$ cat src/hdl/fsrq_pkg.sv
`timescale 1ns / 1ps
// Shared types, constants and the weight table for the fair-share run queue.
// Has no dependencies; every other file imports it.
package fsrq_pkg;

  localparam int QUEUE_DEPTH_DEF = 64;
  localparam int NICE_MAX        = 30;
  localparam int CMD_W           = 2;
  localparam int ID_W            = 6;
  localparam int VR_W            = 31;
  localparam int NICE_W          = 7;
  localparam int TICK_W          = 16;
  localparam int WGT_W           = 10;
  localparam int LAT_W           = 11;
  localparam int GRAN_W          = 5;
  localparam int CFG_IDX_W       = 1;
  localparam int WGT_MAX         = 819;

  localparam logic [LAT_W-1:0]  LAT_RESET  = 11'd32;
  localparam logic [GRAN_W-1:0] GRAN_RESET = 5'd2;

  typedef enum logic [CMD_W-1:0] {
    CMD_INSERT  = 2'd0,
    CMD_PICK    = 2'd1,
    CMD_PREEMPT = 2'd2,
    CMD_NOP     = 2'd3
  } cmd_t;

  typedef enum logic [CFG_IDX_W-1:0] {
    CFG_LATENCY = 1'b0,
    CFG_GRAN    = 1'b1
  } cfg_idx_t;

  typedef enum logic [2:0] {
    ST_IDLE,
    ST_SCAN,
    ST_PREP,
    ST_MUL,
    ST_DIV,
    ST_SHIFT,
    ST_DONE
  } state_t;

  // One queue entry as held in the slot memory.
  typedef struct packed {
    logic [ID_W-1:0]  id;
    logic [VR_W-1:0]  vr;
    logic [WGT_W-1:0] wgt;
  } slot_t;

  // Weight for a nice value, clamped to 0..NICE_MAX; floor(1024 / 1.25^(n+1)).
  function automatic logic [WGT_W-1:0] weight_of(input logic signed [NICE_W-1:0] nice);
    logic [4:0] n;
    logic [WGT_W-1:0] w;
    if (nice < 0) n = 5'd0;
    else if (nice > NICE_W'(NICE_MAX)) n = 5'(NICE_MAX);
    else n = nice[4:0];
    case (n)
      5'd0:  w = 10'd819;
      5'd1:  w = 10'd655;
      5'd2:  w = 10'd524;
      5'd3:  w = 10'd419;
      5'd4:  w = 10'd335;
      5'd5:  w = 10'd268;
      5'd6:  w = 10'd214;
      5'd7:  w = 10'd171;
      5'd8:  w = 10'd137;
      5'd9:  w = 10'd109;
      5'd10: w = 10'd87;
      5'd11: w = 10'd70;
      5'd12: w = 10'd56;
      5'd13: w = 10'd45;
      5'd14: w = 10'd36;
      5'd15: w = 10'd28;
      5'd16: w = 10'd23;
      5'd17: w = 10'd18;
      5'd18: w = 10'd14;
      5'd19: w = 10'd11;
      5'd20: w = 10'd9;
      5'd21: w = 10'd7;
      5'd22: w = 10'd6;
      5'd23: w = 10'd4;
      5'd24: w = 10'd3;
      5'd25: w = 10'd3;
      5'd26: w = 10'd2;
      default: w = 10'd1;
    endcase
    return w;
  endfunction

endpackage

$ cat src/hdl/fair_share_run_queue.sv
`timescale 1ns / 1ps
// Fair-share run queue: slot memory in insertion order, sequencer, divider for pick.
// Depends on fsrq_pkg.
//
//  Channel  Direction  Handshake           Payload
//  in_      input      in_valid/in_stall   cmd, task_id, vruntime, nice_level,
//                                          run_ticks, slice_limit
//  out_     output     out_valid/out_stall ok, picked_id, time_slice, preempt
//  cfg_     input      cfg_we              cfg_index, cfg_wdata
//
// Insert and no-op go straight to the result; a preempt check may scan the slot memory.
// Pick on a non-empty queue runs a scan of the slot memory, a 26-step restoring divider,
// and a compaction sweep, all through one memory read port.
// Reset is synchronous; it empties the queue and loads default registers.
// in_stall is high while a transaction is in work; a result held by out_stall sits in the
// output register; the next input is accepted, but its result waits in ST_DONE meanwhile.
module fair_share_run_queue
  import fsrq_pkg::*;
#(
  parameter int QUEUE_DEPTH = QUEUE_DEPTH_DEF
) (
  input  logic                     clk,
  input  logic                     rst_n,
  input  logic                     in_valid,
  output logic                     in_stall,
  input  logic [CMD_W-1:0]         in_cmd,
  input  logic [ID_W-1:0]          in_task_id,
  input  logic [VR_W-1:0]          in_vruntime,
  input  logic signed [NICE_W-1:0] in_nice_level,
  input  logic [TICK_W-1:0]        in_run_ticks,
  input  logic [TICK_W-1:0]        in_slice_limit,
  output logic                     out_valid,
  input  logic                     out_stall,
  output logic                     out_ok,
  output logic [ID_W-1:0]          out_picked_id,
  output logic [TICK_W-1:0]        out_time_slice,
  output logic                     out_preempt,
  input  logic                     cfg_we,
  input  logic [CFG_IDX_W-1:0]     cfg_index,
  input  logic [LAT_W-1:0]         cfg_wdata
);

  localparam int AW   = $clog2(QUEUE_DEPTH);
  localparam int CW   = $clog2(QUEUE_DEPTH + 1);
  localparam int WSW  = $clog2(QUEUE_DEPTH * WGT_MAX + 1);
  localparam int PW   = TICK_W + WGT_W;
  localparam int SW   = $clog2(PW);
  localparam int PGW  = CW + GRAN_W;

  // Slot memory.
  slot_t mem [QUEUE_DEPTH];
  slot_t rd_data_r;
  logic          mem_we;
  logic [AW-1:0] mem_waddr;
  slot_t         mem_wdata;
  logic [AW-1:0] rd_addr;

  state_t state_r, state_nxt;

  logic [CW-1:0]     tc_r;
  logic [WSW-1:0]    ws_r;
  logic [WSW-1:0]    div_r;
  logic [LAT_W-1:0]  lat_r;
  logic [GRAN_W-1:0] gran_r;
  logic [TICK_W-1:0] period_r;

  cmd_t              cmd_r;
  logic [VR_W-1:0]   vr_r;
  logic [TICK_W-1:0] run_r;

  logic [CW-1:0]    cnt_r;
  logic             pend_r;
  logic [AW-1:0]    pend_idx_r;
  logic [AW-1:0]    best_idx_r;
  slot_t            best_r;

  logic [PW-1:0]  prod_r;
  logic [WSW-1:0] rem_r;
  logic [SW-1:0]  step_r;

  logic              res_ok_r, res_pre_r;
  logic [ID_W-1:0]   res_id_r;
  logic [TICK_W-1:0] res_slice_r;

  logic              out_valid_r, out_ok_r, out_pre_r;
  logic [ID_W-1:0]   out_id_r;
  logic [TICK_W-1:0] out_slice_r;

  logic in_acc, out_free, scan_done, rule_limit, gran_ok;
  logic [PGW-1:0]   tg;
  logic [WSW:0]     rem_sh;
  logic             q_bit;
  logic [PW-1:0]    q_nxt;
  logic [WGT_W-1:0] ins_w;

  assign in_acc     = in_valid && !in_stall;
  assign out_free   = !out_valid_r || !out_stall;
  assign scan_done  = (cnt_r >= tc_r) && !pend_r;
  assign gran_ok    = (in_run_ticks >= TICK_W'(gran_r));
  assign rule_limit = (in_run_ticks >= in_slice_limit) && gran_ok;
  assign tg         = PGW'(tc_r) * PGW'(gran_r);
  assign ins_w      = weight_of(in_nice_level);

  // One restoring division step.
  assign rem_sh = {rem_r, prod_r[PW-1]};
  assign q_bit  = (rem_sh >= {1'b0, div_r});
  assign q_nxt  = {prod_r[PW-2:0], q_bit};

  // Next state.
  always_comb begin
    state_nxt = state_r;
    case (state_r)
      ST_IDLE: begin
        if (in_acc) begin
          case (cmd_t'(in_cmd))
            CMD_PICK:    state_nxt = (tc_r == '0) ? ST_DONE : ST_SCAN;
            CMD_PREEMPT: state_nxt = (rule_limit || tc_r == '0) ? ST_DONE : ST_SCAN;
            default:     state_nxt = ST_DONE;
          endcase
        end
      end
      ST_SCAN:  if (scan_done) state_nxt = (cmd_r == CMD_PICK) ? ST_PREP : ST_DONE;
      ST_PREP:  state_nxt = ST_MUL;
      ST_MUL:   state_nxt = (div_r == '0) ? ST_SHIFT : ST_DIV;
      ST_DIV:   if (step_r == SW'(PW - 1)) state_nxt = ST_SHIFT;
      ST_SHIFT: if (scan_done) state_nxt = ST_DONE;
      ST_DONE:  if (out_free) state_nxt = ST_IDLE;
      default:  state_nxt = ST_IDLE;
    endcase
  end

  // Handshake and memory controls.
  always_comb begin
    in_stall  = (state_r != ST_IDLE);
    rd_addr   = cnt_r[AW-1:0];
    mem_we    = 1'b0;
    mem_waddr = tc_r[AW-1:0];
    mem_wdata = rd_data_r;
    case (state_r)
      ST_IDLE: begin
        mem_we    = in_acc && (cmd_t'(in_cmd) == CMD_INSERT) && (tc_r < CW'(QUEUE_DEPTH));
        mem_wdata = '{id: in_task_id, vr: in_vruntime, wgt: ins_w};
      end
      ST_SHIFT: begin
        mem_we    = pend_r;
        mem_waddr = pend_idx_r - AW'(1);
      end
      default: ;
    endcase
  end

  // Slot memory with registered read.
  always_ff @(posedge clk) begin
    if (mem_we) mem[mem_waddr] <= mem_wdata;
    rd_data_r <= mem[rd_addr];
  end

  always_ff @(posedge clk) begin
    if (!rst_n) state_r <= ST_IDLE;
    else state_r <= state_nxt;
  end

  // Datapath and queue state.
  always_ff @(posedge clk) begin
    if (!rst_n) begin
      tc_r        <= '0;
      ws_r        <= '0;
      lat_r       <= LAT_RESET;
      gran_r      <= GRAN_RESET;
      period_r    <= TICK_W'(LAT_RESET);
      pend_r      <= 1'b0;
      out_valid_r <= 1'b0;
    end else begin
      // The user must issue configuration writes only while idle; the block does not enforce it.
      if (cfg_we) begin
        case (cfg_idx_t'(cfg_index))
          CFG_LATENCY: begin
            lat_r    <= cfg_wdata;
            period_r <= TICK_W'(cfg_wdata);
          end
          CFG_GRAN: gran_r <= cfg_wdata[GRAN_W-1:0];
          default: ;
        endcase
      end

      // Output register.
      if (state_r == ST_DONE && out_free) begin
        out_valid_r <= 1'b1;
        out_ok_r    <= res_ok_r;
        out_id_r    <= res_id_r;
        out_slice_r <= res_slice_r;
        out_pre_r   <= res_pre_r;
      end else if (!out_stall) begin
        out_valid_r <= 1'b0;
      end

      case (state_r)
        ST_IDLE: begin
          if (in_acc) begin
            cmd_r       <= cmd_t'(in_cmd);
            vr_r        <= in_vruntime;
            run_r       <= in_run_ticks;
            cnt_r       <= '0;
            pend_r      <= 1'b0;
            res_ok_r    <= mem_we;
            res_id_r    <= '0;
            res_slice_r <= '0;
            res_pre_r   <= (cmd_t'(in_cmd) == CMD_PREEMPT) && rule_limit;
            if (mem_we) begin
              tc_r     <= tc_r + CW'(1);
              ws_r     <= ws_r + WSW'(ins_w);
            end
          end
        end
        ST_SCAN: begin
          if (cnt_r < tc_r) cnt_r <= cnt_r + CW'(1);
          pend_r     <= (cnt_r < tc_r);
          pend_idx_r <= cnt_r[AW-1:0];
          if (pend_r && (pend_idx_r == '0 || rd_data_r.vr < best_r.vr)) begin
            best_r     <= rd_data_r;
            best_idx_r <= pend_idx_r;
          end
          if (scan_done && cmd_r == CMD_PREEMPT)
            res_pre_r <= (vr_r > best_r.vr) && (run_r == '0 || run_r >= TICK_W'(gran_r));
        end
        ST_PREP: begin
          // Widen the period when count > latency / granularity.
          if (gran_r != '0 && tg > PGW'(lat_r)) period_r <= TICK_W'(tg);
          div_r    <= ws_r;
          ws_r     <= ws_r - ((WSW'(best_r.wgt) <= ws_r) ? WSW'(best_r.wgt) : ws_r);
          res_ok_r <= 1'b1;
          res_id_r <= best_r.id;
          cnt_r    <= CW'(best_idx_r) + CW'(1);
          pend_r   <= 1'b0;
        end
        ST_MUL: begin
          prod_r <= PW'(period_r) * PW'(best_r.wgt);
          rem_r  <= '0;
          step_r <= '0;
        end
        ST_DIV: begin
          prod_r <= q_nxt;
          rem_r  <= q_bit ? WSW'(rem_sh - {1'b0, div_r}) : WSW'(rem_sh);
          step_r <= step_r + SW'(1);
          if (step_r == SW'(PW - 1)) res_slice_r <= q_nxt[TICK_W-1:0];
        end
        ST_SHIFT: begin
          // Close the gap: move each later entry down by one slot.
          if (cnt_r < tc_r) cnt_r <= cnt_r + CW'(1);
          pend_r     <= (cnt_r < tc_r);
          pend_idx_r <= cnt_r[AW-1:0];
          if (scan_done) tc_r <= tc_r - CW'(1);
        end
        default: ;
      endcase
    end
  end

  assign out_valid      = out_valid_r;
  assign out_ok         = out_ok_r;
  assign out_picked_id  = out_id_r;
  assign out_time_slice = out_slice_r;
  assign out_preempt    = out_pre_r;

endmodule

$ cat config.mk
export PLATFORM = sky130hd
export DESIGN_NAME = fair_share_run_queue
export DESIGN_NICKNAME = d
export VERILOG_FILES = /design/src/hdl/fsrq_pkg.sv /design/src/hdl/fair_share_run_queue.sv
export SDC_FILE = /design/constraint.sdc
export NUM_CORES = 2
export LEC_CHECK = 0
export BUFFER_PORTS_ARGS = -buffer_cell sky130_fd_sc_hd__buf_2
export CAP_MARGIN = 10
export CORE_AREA = 3 3 395 787
export CTS_BUF_LIST = sky130_fd_sc_hd__clkbuf_4
export DETAILED_ROUTE_END_ITERATION = 7
export DIE_AREA = 0 0 398 790
export SLEW_MARGIN = 5
export SYNTH_ARGS = -nofsm -noshare
export SYNTH_HDL_FRONTEND = slang
export SYNTH_SLANG_ARGS = --single-unit
$ cat constraint.sdc
create_clock -name clk -period 16.6 [get_ports clk]
set_clock_uncertainty 0.1 [all_clocks]
set_input_delay 0.83 -clock clk [delete_from_list [all_inputs] [get_ports clk]]
set_output_delay 0.83 -clock clk [all_outputs]
set_load 0.02 [all_outputs]
==> results.yml <==
power_and_ir_drop:
  power_density_mw_per_mm2: 152.1
  p_sw_mw: 7.082
  vdd_drop_max_v: 0.0001296
  p_leak_nw: 51.48
  seqPwrFrac_pct: 49.5
  report.power.total_mw: 23.41
  netSwitchingFraction_pct: 30.25
  p_int_mw: 16.33
  comb_power_share_pct: 24.1
  p_clk_share_pct: 26.4
clock_tree:
  cts_root_buffer: "clkbuf_4"
  clkTransAtPathRegs_ps: 80
  clock_sinks: 3341
  cts_buffers: 708
  postCtsSetupBuffers: 0
  htreeDepth: 6
  cts_tree: "built"
  cts.repair.resized: 0
  clk_path_buf_depth: 4
  worst_skew_pair.late_latency_ps: 1350
grt:
  first_global_vias: 76138
  grt_pass1_wl_mm: 557.3
  track_usage_pct: 25.20
  grt_start_max_net_pins: 153
  grt_overflow_total: 0
  grt_antenna_before_repair: 6
synth:
  synth_warnings: 0
  ys_seq_area_share_pct: 72.42
  yosys.area.top_type: "edfxtp_1"
  synth_edf_count: 3234
  synth_top_cell_area_share_pct: 70.86
  syn_inst: 6680
  synth_cell_type_count: 74
  ys.flop_type: "edfxtp_1"
  synth.net_count: 7149
  ys_seq_elements: 3341
  async_reset_ff_share_pct: 0
  synthTopCellsByArea: "edfxtp_1 71%, mux4_2 16%, ha_1 2.2%"
  syn_area_mm2: 0.1370
  syn-mean-instance-area_um2: 20.52
detailed_routing:
  ant_nets: 0
  firstDrtPassIters: 6
  drt_wl_total_mm: 393.7
  drc: 0
  drt_first_iter_violations: 6916
  wl_per_cell_um: 32.53
  routed_via_density: 5.929
  vias: 71762
setup_path:
  cp_cell_sequence: "nand2_1 -> fa_1 -> inv_1 -> fa_1 -> inv_1 -> fa_1 -> inv_1 -> fa_1 -> inv_1 -> fa_1 -> inv_1 -> ha_1 -> or3_1 -> o31ai_1 -> o31ai_1 -> a221o_1 -> a41oi_1 -> a21oi_1 -> xnor2_1 -> o21ai_0"
  worstRegToRegCells: 20
  crit_type: "reg2reg"
  path_buf_inv: 5
  path_delay_family: "adder cells"
  crit_required_ps: 17620
  crit_slowest_cell: "edfxtp_1"
  arrival_ps: 7500
  crit_path_max_fanout: 18
  cp-end-kind: "register"
  critical_path.max_stage_delay_ps: 810
  rr_endpoint: "prod_r[25]"
  r2r-start: "best_r[1]"
  cp_num_cells: 20
  reg2reg_setup_slack_ps: 10120
  worstSetupStartpointType: "register"
place:
  gp_congestion: 0.8647
  dp_hpwl_mm: 222.4
  port_buffers: 120
sta:
  setup_viol: 0
  tightest_slew_ps: 1276
  slew_headroom_pct: 14.96
  slew_viol_final: 0
  rsz0062_at_grt: "no"
  final.period_utilization_pct: 39.05
  min_period_ps: 6483
  finalHoldViolations: 0
  setup_tns_ps: 0
  fmax_mhz: 154.3
run:
  max-cap-violations: 0
worst_hold_path:
  min-delay-start: "in_run_ticks[3]"
  hp-class: "in2reg"
  whs_path_depth: 2
  worstHoldEndpoint: "run_r[3]"
cells_and_area:
  syn_to_final_growth_pct: 12.34
  layout.nets: 7995
  drive_above_1_share_pct: 31.03
die:
  initial_core_util_pct: 44.85
  die_height_um: 790
  fp-row-count: 287
  io_pins: 121
  die_w_um: 398
  core_mm2: 0.3056
  design.die.area_mm2: 0.3144
run_status:
  status: "completed"
==> layout by cell type, fill, tap and decap left out, drive strengths merged, types with 14 or more instances in the layout <==
cell type and n:
buf 329, fa 128, dlygate4sd3 121, nor3 29, o21ai 76, nand4 25, xor2 28, o22ai 14
a211oi 14, edfxtp 3234, ha 246, a21oi 138, nor2b 19, mux4 987, bufinv 15, nand3 44
nand2b 19, nand2 383, and3 31, mux2i 26, clkinv 183, xnor2 49, dfxtp 107, and2 87
a21o 66, o21a 19, inv 268, nor2 195, clkbuf 1022, nor4 18
==> final cells by class <==
| class | instances | area [um^2] |
|---|---|---|
| Antenna cell | 6 | 15.01 |
| Clock buffer | 1022 | 7672 |
| Clock inverter | 213 | 1277 |
| Fill cell | 24711 | 151600 |
| Inverter | 258 | 969.7 |
| Multi-Input combinational cell | 2767 | 36160 |
| Sequential cell | 3341 | 99260 |
| Tap cell | 4046 | 5062 |
| Timing Repair Buffer | 450 | 3536 |
==> cells in the mapped netlist, types with 6 or more instances <==
master	instances
o21ai_0	75
nand2_1	383
edfxtp_1	3234
o211ai_1	11
fa_1	128
mux4_2	987
o22ai_1	14
ha_1	246
a21o_1	66
and3_1	31
and2_1	86
and4_1	6
nor4_1	18
a31oi_1	12
nand3_1	44
xnor2_1	49
buf_1	23
o21a_1	19
a21oi_1	138
a311oi_1	9
buf_2	73
nand2b_1	19
nor3_1	29
nor2b_1	19
o21bai_1	12
nor3b_1	6
inv_1	257
xor2_1	28
dfxtp_1	107
nand4_1	25
clkbuf_1	214
mux2i_1	26
nor2_1	194
a211oi_1	14
==> state kept, by name, indices dropped and copies added (netlist names), 11 cells and up <==
register and flops:
out_time_slice 16, lat_r 11, run_r 16, rd_data_r 47, prod_r 26, res_slice_r 16
period_r 16, ws_r 16, rem_r 16, mem 3008, div_r 16, vr_r 31
best_r 47
==> worst max-delay path by stage <==
stage	endpoint	start	slack (ps)
after detailed placement	ws_r[15]	in_nice_level[2]	10060
after floorplan	best_idx_r[0]	best_r[26]	10520
after global placement	prod_r[25]	best_r[1]	9920
final	prod_r[25]	best_r[1]	10120
after global routing	prod_r[25]	best_r[1]	9800
after CTS	prod_r[25]	best_r[1]	10090
==> timing repair <==
action                                  CTS  global route
hold endpoints to repair                880             0
endpoints found under the setup margin    0             0
hold buffers                            121             0
==> kinds of logic after synthesis <==
group / count (synthesis) / share of synthesized area [%]
XOR/XNOR: 77 / 0.4921
multiplexers: 1015 / 16.43
AO/OA/AOI/OAI: 415 / 1.920
buffers and inverters: 572 / 1.650
AND/OR/NAND/NOR: 886 / 2.972
flip-flops: 3341 / 72.42
adder cells (fa/ha/maj): 374 / 4.116
==> through the flow <==
step	setup slack, ps	instances	cell area (um^2)	hold slack, ps	util (%)
after global placement	9925	10736	143700	301.8	47.02
after global routing	9796	12102	154000	91.98	50.38
after floorplan	10520	6680	137000	300.3	-
final	10120	12103	154000	206.6	50.38
after detailed placement	10060	10736	143700	306.2	47.02
after CTS	10090	12092	153900	6.505	50.35
==> layer usage <==
layer | wire length, um | part of all wire, % | track usage (%)
met1 | 135200 | 34 | 29.15
met2 | 215200 | 55 | 45.98
met3 | 24880 | 6.3 | 3.933
met4 | 18450 | 4.7 | 10.94
met5 | 13 | 0.0033 | 0
==> power groups by stage <==
stage	clock, mW	combinational [mW]	sequential [mW]
after floorplan	0	3.56	11.7
after global placement	0	5.46	11.8
after detailed placement	0	5.64	11.8
after CTS	6.35	5.66	11.6
after global routing	6.75	6.08	11.6
final	6.19	5.64	11.6
No activity file was read; power rests on OpenSTA's default activity.
